## config.mk

```make
export PLATFORM = sky130hd
export DESIGN_NAME = sha256_byte_stream_hasher_unit_flat
export DESIGN_NICKNAME = d
export VERILOG_FILES = /design/src/sv/sha256_pkg.sv /design/src/sv/sha256_if.sv /design/src/sv/sha256_datapath.sv /design/src/sv/sha256_ctrl.sv /design/src/sv/sha256_byte_stream_hasher_unit.sv /design/src/flat_wrapper.sv
export SDC_FILE = /design/constraint.sdc
export NUM_CORES = 2
export LEC_CHECK = 0
export BUFFER_PORTS_ARGS = -buffer_cell sky130_fd_sc_hd__buf_2
export CORE_UTILIZATION = 30
export CTS_CLUSTER_SIZE = 16
export DETAILED_ROUTE_END_ITERATION = 8
export PLACE_DENSITY = 0.45
export REMOVE_ABC_BUFFERS = 1
export SLEW_MARGIN = 25
export SYNTH_ARGS = -nofsm -noshare
export SYNTH_HDL_FRONTEND = slang
export SYNTH_SLANG_ARGS = --single-unit
```

## constraint.sdc

```tcl
create_clock -name i_clk -period 20.3 [get_ports i_clk]
set_input_delay 2.03 -clock i_clk [delete_from_list [all_inputs] [get_ports i_clk]]
set_output_delay 2.03 -clock i_clk [all_outputs]
set_load 0.01 [all_outputs]
```

## src/sv/sha256_pkg.sv

```systemverilog
// Package: shared types, constants and round functions for the SHA-256 hasher.
package sha256_pkg;

    localparam int unsigned NUM_ROUNDS = 64;

    typedef enum logic [2:0] {
        ST_IDLE,
        ST_PAD,
        ST_LEN,
        ST_COMP,
        ST_ADD,
        ST_EMIT
    } t_state;

    typedef struct packed {
        logic       load_byte;
        logic [7:0] byte_val;
        logic       comp_start;
        logic       comp_step;
        logic       add_hash;
        logic       restart;
        logic       bump_bits;
    } t_dp_cmd;

    typedef struct packed {
        logic [5:0]  fill;
        logic [5:0]  round;
        logic [63:0] bits;
    } t_dp_stat;

    function automatic logic [31:0] ror(input logic [31:0] x, input int unsigned n);
        ror = (x >> n) | (x << (32 - n));
    endfunction

    function automatic logic [31:0] init_h(input logic [2:0] i);
        logic [31:0] v;
        unique case (i)
            3'd0: v = 32'h6a09e667;
            3'd1: v = 32'hbb67ae85;
            3'd2: v = 32'h3c6ef372;
            3'd3: v = 32'ha54ff53a;
            3'd4: v = 32'h510e527f;
            3'd5: v = 32'h9b05688c;
            3'd6: v = 32'h1f83d9ab;
            default: v = 32'h5be0cd19;
        endcase
        return v;
    endfunction

    function automatic logic [31:0] round_k(input logic [5:0] i);
        logic [31:0] k [64];
        k = '{
            32'h428a2f98, 32'h71374491, 32'hb5c0fbcf, 32'he9b5dba5, 32'h3956c25b, 32'h59f111f1,
            32'h923f82a4, 32'hab1c5ed5, 32'hd807aa98, 32'h12835b01, 32'h243185be, 32'h550c7dc3,
            32'h72be5d74, 32'h80deb1fe, 32'h9bdc06a7, 32'hc19bf174, 32'he49b69c1, 32'hefbe4786,
            32'h0fc19dc6, 32'h240ca1cc, 32'h2de92c6f, 32'h4a7484aa, 32'h5cb0a9dc, 32'h76f988da,
            32'h983e5152, 32'ha831c66d, 32'hb00327c8, 32'hbf597fc7, 32'hc6e00bf3, 32'hd5a79147,
            32'h06ca6351, 32'h14292967, 32'h27b70a85, 32'h2e1b2138, 32'h4d2c6dfc, 32'h53380d13,
            32'h650a7354, 32'h766a0abb, 32'h81c2c92e, 32'h92722c85, 32'ha2bfe8a1, 32'ha81a664b,
            32'hc24b8b70, 32'hc76c51a3, 32'hd192e819, 32'hd6990624, 32'hf40e3585, 32'h106aa070,
            32'h19a4c116, 32'h1e376c08, 32'h2748774c, 32'h34b0bcb5, 32'h391c0cb3, 32'h4ed8aa4a,
            32'h5b9cca4f, 32'h682e6ff3, 32'h748f82ee, 32'h78a5636f, 32'h84c87814, 32'h8cc70208,
            32'h90befffa, 32'ha4506ceb, 32'hbef9a3f7, 32'hc67178f2};
        return k[i];
    endfunction

endpackage

```

## src/sv/sha256_if.sv

```systemverilog
// Interfaces: valid/ready channels for input and digest transactions.
interface sha256_in_if;
    logic       valid;
    logic       ready;
    logic       op;
    logic [7:0] data_byte;
    modport source (output valid, output op, output data_byte, input ready);
    modport sink   (input valid, input op, input data_byte, output ready);
endinterface

interface sha256_out_if;
    logic        valid;
    logic        ready;
    logic [31:0] digest_word;
    logic [2:0]  word_index;
    logic        last_word;
    modport source (output valid, output digest_word, output word_index, output last_word,
                    input ready);
    modport sink   (input valid, input digest_word, input word_index, input last_word,
                    output ready);
endinterface

```

## src/sv/sha256_datapath.sv

```systemverilog
// Datapath: block buffer, message schedule window, round registers and hash words.
module sha256_datapath
    import sha256_pkg::*;
(
    input  logic        i_clk,
    input  logic        i_rst_n,
    input  t_dp_cmd     i_cmd,
    input  logic [2:0]  i_word_sel,
    output t_dp_stat    o_stat,
    output logic [31:0] o_hash_word
);

    // block buffer as a byte shift register, first byte of the block ends up on top
    logic [511:0] r_blk, n_blk;
    logic [31:0] r_w [16];
    logic [31:0] r_v [8];
    logic [31:0] r_h [8];
    logic [5:0]  r_fill;
    logic [5:0]  r_round;
    logic [63:0] r_bits;

    logic [31:0] w_cur, w_new, t1, t2, s0, s1;

    assign w_cur = r_w[0];
    assign s0 = ror(r_w[1], 7) ^ ror(r_w[1], 18) ^ (r_w[1] >> 3);
    assign s1 = ror(r_w[14], 17) ^ ror(r_w[14], 19) ^ (r_w[14] >> 10);
    assign w_new = r_w[0] + s0 + r_w[9] + s1;
    assign t1 = r_v[7] + (ror(r_v[4], 6) ^ ror(r_v[4], 11) ^ ror(r_v[4], 25))
              + ((r_v[4] & r_v[5]) ^ (~r_v[4] & r_v[6])) + round_k(r_round) + w_cur;
    assign t2 = (ror(r_v[0], 2) ^ ror(r_v[0], 13) ^ ror(r_v[0], 22))
              + ((r_v[0] & r_v[1]) ^ (r_v[0] & r_v[2]) ^ (r_v[1] & r_v[2]));

    always_comb begin
        n_blk = r_blk;
        if (i_cmd.load_byte) begin
            n_blk = {r_blk[503:0], i_cmd.byte_val};
        end
    end

    always_ff @(posedge i_clk) begin
        r_blk <= n_blk;
        if (i_cmd.comp_start) begin
            for (int i = 0; i < 16; i++) begin
                r_w[i] <= n_blk[511 - 32*i -: 32];
            end
            for (int i = 0; i < 8; i++) begin
                r_v[i] <= r_h[i];
            end
        end else if (i_cmd.comp_step) begin
            for (int i = 0; i < 15; i++) begin
                r_w[i] <= r_w[i+1];
            end
            r_w[15] <= w_new;
            r_v[0] <= t1 + t2;
            r_v[1] <= r_v[0];
            r_v[2] <= r_v[1];
            r_v[3] <= r_v[2];
            r_v[4] <= r_v[3] + t1;
            r_v[5] <= r_v[4];
            r_v[6] <= r_v[5];
            r_v[7] <= r_v[6];
        end
    end

    always_ff @(posedge i_clk) begin
        if (!i_rst_n || i_cmd.restart) begin
            for (int i = 0; i < 8; i++) begin
                r_h[i] <= init_h(3'(i));
            end
            r_fill  <= '0;
            r_bits  <= '0;
            r_round <= '0;
        end else begin
            if (i_cmd.load_byte) begin
                r_fill <= r_fill + 6'd1;
            end
            if (i_cmd.bump_bits) begin
                r_bits <= r_bits + 64'd8;
            end
            if (i_cmd.comp_start) begin
                r_round <= '0;
            end else if (i_cmd.comp_step) begin
                r_round <= r_round + 6'd1;
            end
            if (i_cmd.add_hash) begin
                for (int i = 0; i < 8; i++) begin
                    r_h[i] <= r_h[i] + r_v[i];
                end
            end
        end
    end

    assign o_stat.fill  = r_fill;
    assign o_stat.round = r_round;
    assign o_stat.bits  = r_bits;
    assign o_hash_word  = r_h[i_word_sel];

endmodule

```

## src/sv/sha256_ctrl.sv

```systemverilog
// Controller: sequences byte loads, padding, compression and digest output.
module sha256_ctrl
    import sha256_pkg::*;
(
    input  logic        i_clk,
    input  logic        i_rst_n,
    sha256_in_if.sink   in_ch,
    sha256_out_if.source out_ch,
    input  t_dp_stat    i_stat,
    input  logic [31:0] i_hash_word,
    output t_dp_cmd     o_cmd,
    output logic [2:0]  o_word_sel
);

    t_state      r_state, n_state;
    logic        r_fin, n_fin;
    logic [2:0]  r_idx, n_idx;
    logic [63:0] r_total, n_total;
    logic        in_fire, full_now;
    logic        r_emit;

    assign in_fire = in_ch.valid && (r_state == ST_IDLE);
    assign full_now = (i_stat.fill == 6'd63);

    always_ff @(posedge i_clk) begin
        if (!i_rst_n) begin
            r_state <= ST_IDLE;
            r_fin   <= 1'b0;
            r_idx   <= '0;
        end else begin
            r_state <= n_state;
            r_fin   <= n_fin;
            r_idx   <= n_idx;
        end
        r_total <= n_total;
    end

    always_comb begin
        n_state = r_state;
        n_fin   = r_fin;
        n_idx   = r_idx;
        n_total = r_total;
        unique case (r_state)
            ST_IDLE: begin
                if (in_fire) begin
                    if (in_ch.op) begin
                        n_total = i_stat.bits;
                        n_fin   = 1'b1;
                        n_state = full_now ? ST_COMP : ST_PAD;
                    end else if (full_now) begin
                        n_fin   = 1'b0;
                        n_state = ST_COMP;
                    end
                end
            end
            ST_PAD: begin
                if (i_stat.fill == 6'd55 || i_stat.fill == 6'd56) begin
                    n_idx   = '0;
                    n_state = ST_LEN;
                end else if (full_now) begin
                    n_state = ST_COMP;
                end
            end
            ST_LEN: begin
                n_idx = r_idx + 3'd1;
                if (r_idx == 3'd7) begin
                    n_fin   = 1'b0;
                    n_state = ST_COMP;
                end
            end
            ST_COMP: begin
                if (i_stat.round == 6'(NUM_ROUNDS - 1)) begin
                    n_state = ST_ADD;
                end
            end
            ST_ADD: begin
                n_idx = '0;
                if (r_fin) begin
                    n_state = ST_PAD;
                end else if (r_emit) begin
                    n_state = ST_EMIT;
                end else begin
                    n_state = ST_IDLE;
                end
            end
            ST_EMIT: begin
                if (out_ch.ready) begin
                    n_idx = r_idx + 3'd1;
                    if (r_idx == 3'd7) begin
                        n_state = ST_IDLE;
                    end
                end
            end
            default: n_state = ST_IDLE;
        endcase
    end

    // a finish chain ends in ST_LEN -> ST_COMP -> ST_ADD, flagged by r_emit
    always_ff @(posedge i_clk) begin
        if (!i_rst_n) begin
            r_emit <= 1'b0;
        end else if (r_state == ST_LEN && r_idx == 3'd7) begin
            r_emit <= 1'b1;
        end else if (r_state == ST_ADD) begin
            r_emit <= 1'b0;
        end
    end

    always_comb begin
        o_cmd          = '0;
        in_ch.ready    = 1'b0;
        out_ch.valid   = 1'b0;
        o_word_sel     = r_idx;
        unique case (r_state)
            ST_IDLE: begin
                in_ch.ready = 1'b1;
                if (in_fire) begin
                    o_cmd.load_byte = 1'b1;
                    o_cmd.byte_val  = in_ch.op ? 8'h80 : in_ch.data_byte;
                    o_cmd.bump_bits = !in_ch.op;
                end
            end
            ST_PAD: begin
                if (i_stat.fill != 6'd56) begin
                    o_cmd.load_byte = 1'b1;
                    o_cmd.byte_val  = 8'h00;
                end
            end
            ST_LEN: begin
                o_cmd.load_byte = 1'b1;
                o_cmd.byte_val  = r_total[6'(8 * (7 - r_idx)) +: 8];
            end
            ST_COMP: begin
                o_cmd.comp_step = 1'b1;
            end
            ST_ADD: begin
                o_cmd.add_hash = 1'b1;
            end
            ST_EMIT: begin
                out_ch.valid = 1'b1;
                if (out_ch.ready && r_idx == 3'd7) begin
                    o_cmd.restart = 1'b1;
                end
            end
            default: ;
        endcase
        if (n_state == ST_COMP && r_state != ST_COMP) begin
            o_cmd.comp_start = 1'b1;
        end
    end

    logic r_first;
    always_ff @(posedge i_clk) begin
        r_first <= (r_state != ST_COMP);
    end

    assign out_ch.digest_word = i_hash_word;
    assign out_ch.word_index  = r_idx;
    assign out_ch.last_word   = (r_idx == 3'd7);

`ifndef SYNTH
    a_no_in_busy: assert property (@(posedge i_clk) disable iff (!i_rst_n)
        (r_state != ST_IDLE) |-> !in_ch.ready) else $error("ready outside idle");
    a_emit_valid: assert property (@(posedge i_clk) disable iff (!i_rst_n)
        out_ch.valid |-> (r_state == ST_EMIT)) else $error("valid outside emit");
    a_comp_len: assert property (@(posedge i_clk) disable iff (!i_rst_n)
        (r_state == ST_ADD) |-> $past(i_stat.round == 6'(NUM_ROUNDS - 1)))
        else $error("short compression");
    a_first: assert property (@(posedge i_clk) disable iff (!i_rst_n)
        (r_state == ST_COMP && r_first) |-> (i_stat.round == 6'd0))
        else $error("round counter not cleared");
`endif

endmodule

```

## src/sv/sha256_byte_stream_hasher_unit.sv

```systemverilog
// Top level: SHA-256 hasher over a byte stream, controller plus datapath.
// Data transaction: a byte that fills a block starts a compression before the next byte is taken.
// Finish: loads 0x80, any zero bytes and 8 length bytes (with an idle step when no zero
// byte is needed), compresses each full block, then emits the 8 words as out_ch allows.
// Throughput is set by the single shared round unit: 64 rounds per block, one per cycle.
// Synchronous active-low reset loads the initial hash values and clears counts.
module sha256_byte_stream_hasher_unit
    import sha256_pkg::*;
(
    input  logic         i_clk,
    input  logic         i_rst_n,
    sha256_in_if.sink    in_ch,
    sha256_out_if.source out_ch
);

    t_dp_cmd     cmd;
    t_dp_stat    stat;
    logic [31:0] hash_word;
    logic [2:0]  word_sel;

    sha256_ctrl u_ctrl (
        .i_clk       (i_clk),
        .i_rst_n     (i_rst_n),
        .in_ch       (in_ch),
        .out_ch      (out_ch),
        .i_stat      (stat),
        .i_hash_word (hash_word),
        .o_cmd       (cmd),
        .o_word_sel  (word_sel)
    );

    sha256_datapath u_dp (
        .i_clk       (i_clk),
        .i_rst_n     (i_rst_n),
        .i_cmd       (cmd),
        .i_word_sel  (word_sel),
        .o_stat      (stat),
        .o_hash_word (hash_word)
    );

endmodule
```

## src/flat_wrapper.sv

```systemverilog
// flat-port wrapper written by rule: the top's interface ports become plain ports
module sha256_byte_stream_hasher_unit_flat import sha256_pkg::*;
  (i_clk, i_rst_n, in_ch_valid, in_ch_op, in_ch_data_byte, in_ch_ready, out_ch_valid, out_ch_digest_word, out_ch_word_index, out_ch_last_word, out_ch_ready);
  sha256_in_if in_ch_i ();
  sha256_out_if out_ch_i ();
  input  logic i_clk;
  input  logic i_rst_n;
  input wire logic [$bits(in_ch_i.valid)-1:0] in_ch_valid;
  input wire logic [$bits(in_ch_i.op)-1:0] in_ch_op;
  input wire logic [$bits(in_ch_i.data_byte)-1:0] in_ch_data_byte;
  output wire logic [$bits(in_ch_i.ready)-1:0] in_ch_ready;
  output wire logic [$bits(out_ch_i.valid)-1:0] out_ch_valid;
  output wire logic [$bits(out_ch_i.digest_word)-1:0] out_ch_digest_word;
  output wire logic [$bits(out_ch_i.word_index)-1:0] out_ch_word_index;
  output wire logic [$bits(out_ch_i.last_word)-1:0] out_ch_last_word;
  input wire logic [$bits(out_ch_i.ready)-1:0] out_ch_ready;
  assign in_ch_i.valid = in_ch_valid;
  assign in_ch_i.op = in_ch_op;
  assign in_ch_i.data_byte = in_ch_data_byte;
  assign in_ch_ready = in_ch_i.ready;
  assign out_ch_valid = out_ch_i.valid;
  assign out_ch_digest_word = out_ch_i.digest_word;
  assign out_ch_word_index = out_ch_i.word_index;
  assign out_ch_last_word = out_ch_i.last_word;
  assign out_ch_i.ready = out_ch_ready;
  sha256_byte_stream_hasher_unit u_core (.i_clk(i_clk), .i_rst_n(i_rst_n), .in_ch(in_ch_i), .out_ch(out_ch_i));
endmodule
```

* After elaboration in Yosys (flattened, before gate mapping) *
Memory sizes are Yosys's and may differ from the RTL's. A register that Yosys moved wholly into a read port is not among the register bits.
Cells that the tools add are included.
Widths: inputs -> output; s select.

cells by class
  reduce and logical (&&, ||, !) cells = 16
  shift-type cells = 1
  divide/modulo/power cells = 0
  muxes and demuxes = 90
  add/sub/neg operators = 23
  equality and inequality tests = 18
  bitwise operators = 60
  multiply operators = 0
  $lt $le $gt $ge = 1

operator list
  operator               count
  $mux 32                42
  $add 32x32->32         18
  $mux 512               1
  $xor 32x32->32         9
  $and 32x32->32         5
  $add 64x4->64 const B  1
  $shiftx 64x7->8        1
  $mux 3                 14
  $not 32->32            1
  $or 1x1->1             32
  $or 10x32->32          1
  $or 13x32->32          1
  $or 14x32->32          1
  $or 15x32->32          1
  $or 19x32->32          1
  $or 21x32->32          1
  $or 25x32->32          1
  $or 26x32->32          1
  $or 30x32->32          1
  $or 7x32->32           1
  $xor 32x22->32         1
  $xor 32x29->32         1
  $pmux 9 s3             1
  $mux 1                 25
  28 further kinds       47

storage, ports and cells
  bits in latches = 0
  register bits after elaboration = 660
  memories kept = 4
  ROM bits = 2048
  input bits = 13
  bits in writable memories = 1024
  output and inout bits = 38
  logic and storage cells = 222

memories
  name              depth  bits a word  read ports  clocked after Yosys merged registers in  write ports  line                   text
  (name not given)  64     32           1           0                                        0            sha256_pkg.sv:64       return k[i];
  u_core.u_dp.r_w   16     32           16          0                                        16           sha256_datapath.sv:15  logic [31:0] r_w [16];
  u_core.u_dp.r_h   8      32           9           1                                        8            sha256_datapath.sv:17  logic [31:0] r_h [8];
  u_core.u_dp.r_v   8      32           8           0                                        8            sha256_datapath.sv:16  logic [31:0] r_v [8];

* Logic depth before layout (Yosys ltp) *
  depth in word-level cells = 11
  mapped depth = 40
  depth with buffers taken out = 37

* Modules after synthesis *
Synthesis repeated with hierarchy kept, for this count alone.

unflattened totals
  cells, all modules = 8708
  area, all modules = 92795.2 um2

modules (own cells, without submodules)
  module           cells an instance  instances  sequential area each (um2)  area each (um2)
  sha256_datapath  8487               1          42460.7                     89392.0
  sha256_ctrl      221                1          2082.0                      3403.3

* Worst setup path after synthesis *
OpenSTA, ideal clock, no wires.

  path kind = in2reg
  from = input port in_ch_op
  to = memory u_core.u_dp.r_v[0][0], enable pin
  slack = -1.079 ns
  required time = 14.973 ns
  stages = 4
  path buffers = 0
  library setup time = 5.327 ns
  arrival = 16.052 ns
  cells stage by stage = and3_1 > or4_1 > nand2_1 > nand2_1

RTL lines
  item                line                   text
  start: declaration  flat_wrapper.sv:9      input wire logic [$bits(in_ch_i.op)-1:0] in_ch_op;
  end: declaration    sha256_datapath.sv:16

==> results.json <==
{
  "use_met3_pct": 1.82,
  "clock_path_buffers": 4,
  "syn-cell-area_mm2": 0.0927,
  "io_buffers": 50,
  "num-fill-cells": 31450,
  "fin_tns_setup_ns": 0,
  "die_area_mm2": 0.311,
  "power.density_mw_per_mm2": 77.5,
  "irDropWorstVdd_v": 0.0000657,
  "busiest_layer": "met2",
  "synth_area_per_cell_um2": 9.43,
  "coreArea_mm2": 0.307,
  "end_kind": "flip-flop",
  "switching_share_pct": 24.3,
  "cp_max_fo": 27,
  "first_pass_iters": 6,
  "clock-sinks": 1681,
  "post-route-drc-count": 0,
  "slew_headroom_pct": 26.4,
  "hp-class": "reg2reg",
  "drv_slew": 0,
  "yosysWarnings": 0,
  "yosys_register_bits": 1681,
  "finalWorstSetupSlack_ns": 9.40,
  "rows": 203,
  "cap_viol_max_count": 0,
  "fin_skew_ns": 0.0982,
  "path_class": "reg2reg",
  "place.gp.congestion": 0.932,
  "leakagePower_nw": 42.7,
  "setup.worst_path.start_class": "flip-flop",
  "post_cts_resized": 0,
  "first_global_vias": 70764,
  "grt_pass1_wl_mm": 458,
  "nets": 10311,
  "drive_gt1_share_pct": 6.71,
  "async_flop_share_pct": 0,
  "p_comb_share_pct": 6.5,
  "crit_required_ns": 20.85,
  "drt_iter0_markers": 4890,
  "p_clk_share_pct": 44.9,
  "postRouteAntennaNets": 0,
  "setup_viol": 0,
  "yosysMostFrequentCell": "nand2_1",
  "synth_edf_count": 1085,
  "postCtsSetupRepairBufs": 0,
  "seqPwrFrac_pct": 48.7,
  "clk_pin_slew_ns": 0.06,
  "clk_latency_ns": 0.91,
  "dp_slack_ns": 9.68,
  "hold_viol": 0,
  "gr-total-overflow": 0,
  "status": "finished, final reports clean",
  "post-dp-hpwl_mm": 224,
  "initial_core_util_pct": 30.2,
  "max_freq_mhz": 91.7,
  "cts_root_buf": "clkbuf_16",
  "power_mw": 8.04,
  "hold_buffers": 0,
  "cts_tree": "done",
  "die_w_um": 558,
  "synth_common_cells": "3013 x nand2_1, 1085 x edfxtp_1, 739 x nor2_1, 596 x dfxtp_1, 413 x clkbuf_1",
  "slowest_stage": "ha_1",
  "yosysTopAreaCellShare_pct": 35.1,
  "critPathMaxStageDelay_ns": 0.65,
  "rsz0062_at_grt": "no",
  "die_h_um": 558,
  "htree_levels": 4,
  "netlist_instances": 9831,
  "grt_usage_pct": 19.5,
  "ys_seq_area_share_pct": 48.0,
  "cpMostUsedCell": "fa_1",
  "synth-main-ff-cell": "edfxtp_1",
  "crit_buf_inv": 4,
  "p_int_mw": 6.09,
  "worstMarginPinSlew_ns": 1.10,
  "routed_wl_mm": 309,
  "finalCriticalPeriod_ns": 10.90,
  "area_growth_pct": 11.9,
  "grtUsageMet2_pct": 33.7,
  "viasPerCell": 5.06,
  "finalCritPeriodShare_pct": 53.7,
  "antenna_found_initial": 11,
  "crit_family": "compound AO/OA/AOI/OAI gates",
  "p_switching_mw": 1.95,
  "synth.largest_area_cell": "edfxtp_1",
  "wire_per_inst_um": 22.1,
  "grt_use_met1_pct": 25.1,
  "cts_buffers": 198,
  "grt_max_degree": 200,
  "routed-via-count": 70724,
  "arrival_ns": 11.45,
  "pin_count": 51,
  "synth_cell_type_count": 96,
  "synthTopCellsByArea": "edfxtp_1 35%, dfxtp_1 13%, nand2_1 12%"
}
-- worst register-to-register path, delay by kind of cell, from the launching register on --
family | cells | cell delay (ns)
multiplexers | 1 | 0.45
AO/OA/AOI/OAI | 12 | 3.59
adder cells (fa/ha/maj) | 7 | 3.26
XOR/XNOR | 2 | 0.33
buffers and inverters | 4 | 1.31
flip-flops | 1 | 0.30
AND/OR/NAND/NOR | 8 | 1.35
-- stage by stage --
| step | cells | cell area, um^2 | hold WS [ns] | util, % |
|---|---|---|---|---|
| CTS | 13963 | 104000 | 0.409 | 33.8 |
| finish | 13968 | 104000 | 0.421 | 33.8 |
| global route | 13964 | 104000 | 0.436 | 33.8 |
| global placement | 13604 | 97200 | 0.427 | 31.7 |
| floorplan | 9348 | 90900 | 0.417 | - |
| detailed placement | 13605 | 97300 | 0.430 | 31.7 |
-- metal layers --
| layer | wire, um | up-vias |
|---|---|---|
| li1 | - | 33667 |
| met1 | 136000 | 35083 |
| met2 | 150000 | 1491 |
| met3 | 11000 | 481 |
| met4 | 12400 | 2 |
| met5 | 9 | - |
-- final timing paths --
check        cells after the start  slack, ns              startpoint                        end
max                             34       9.40  u_core.u_dp.r_round[0]     u_core.u_dp.r_v[0][31]
min                              0       0.42  u_core.u_dp.r_bits[63]  u_core.u_ctrl.r_total[63]
max reg2reg                     34       9.40  u_core.u_dp.r_round[0]     u_core.u_dp.r_v[0][31]
min reg2reg                      0       0.42  u_core.u_dp.r_bits[63]  u_core.u_ctrl.r_total[63]
-- power groups by stage --
stage	Sequential [mW]	Clock, mW	Combinational [mW]
2_1_floorplan	3.97	0	0.402
3_3_place_gp	3.98	0	0.514
3_5_place_dp	3.99	0	0.522
4_1_cts	3.92	3.70	0.526
5_1_grt	3.93	3.82	0.589
6_report	3.92	3.61	0.519
-- cells in the final DEF, fill, tap and decap left out, types with 15 or more instances in the layout --
cell type     n
xor2_1      244
nand4_1      31
a211oi_1     55
fa_1        195
o31ai_1      28
dfxtp_1     589
nand3_1     107
clkbuf_1     44
buf_2        50
xnor2_1     368
ha_1        398
nor3_1       86
a21oi_1     346
a21o_1      177
nor2_1      738
mux2_2       62
bufinv_16    15
clkbuf_8     27
edfxtp_1   1085
buf_4        97
nor2b_1      70
and2_1       27
a31oi_1     374
o21a_1       55
o21bai_1     39
nand2b_1     86
and3_1       43
or3_1        38
o21ai_0     350
clkbuf_16   201
mux4_2       83
o211ai_1     26
nand2_1    3010
clkinv_1     25
inv_1       305
mux2i_1      26
a31o_2       15
o22ai_1      15
clkinv_2     34
-- registers in the layout, indices dropped and copies added, names as in the netlist, named ones only --
name	count
u_core.u_ctrl.r_fin	1
u_core.u_ctrl.r_state	3
u_core.u_dp.r_h	256
u_core.u_ctrl.o_word_sel	3
u_core.u_ctrl.r_emit	1
u_core.u_dp.r_v	256
u_core.u_dp.r_round	6
u_core.u_dp.r_bits	61
u_core.u_dp.r_fill	6
u_core.u_dp.r_w	512
u_core.u_ctrl.r_total	61
u_core.u_dp.r_blk	512
-- cell families after synthesis --
kind of cell	count (synthesis)	share of synthesized area (%)
adder cells (fa/ha/maj)	597	9.63
AND/OR/NAND/NOR	4317	18.9
multiplexers	171	3.05
flip-flops	1681	48.0
buffers and inverters	790	3.24
AO/OA/AOI/OAI	1662	11.4
XOR/XNOR	613	5.81
-- final cells by class --
cell class / instances / area, um^2 / area share, %
repair buffers: 157 / 1170 / 1.13
well taps: 4100 / 5130 / 4.94
diodes: 5 / 12.5 / 0.0121
flip-flops and latches: 1681 / 44500 / 42.9
multi-input cells: 7360 / 45300 / 43.7
inverters: 307 / 1150 / 1.11
clock inverters: 86 / 898 / 0.866
clock buffers: 272 / 5570 / 5.36
(Power assumes the default switching activity.)
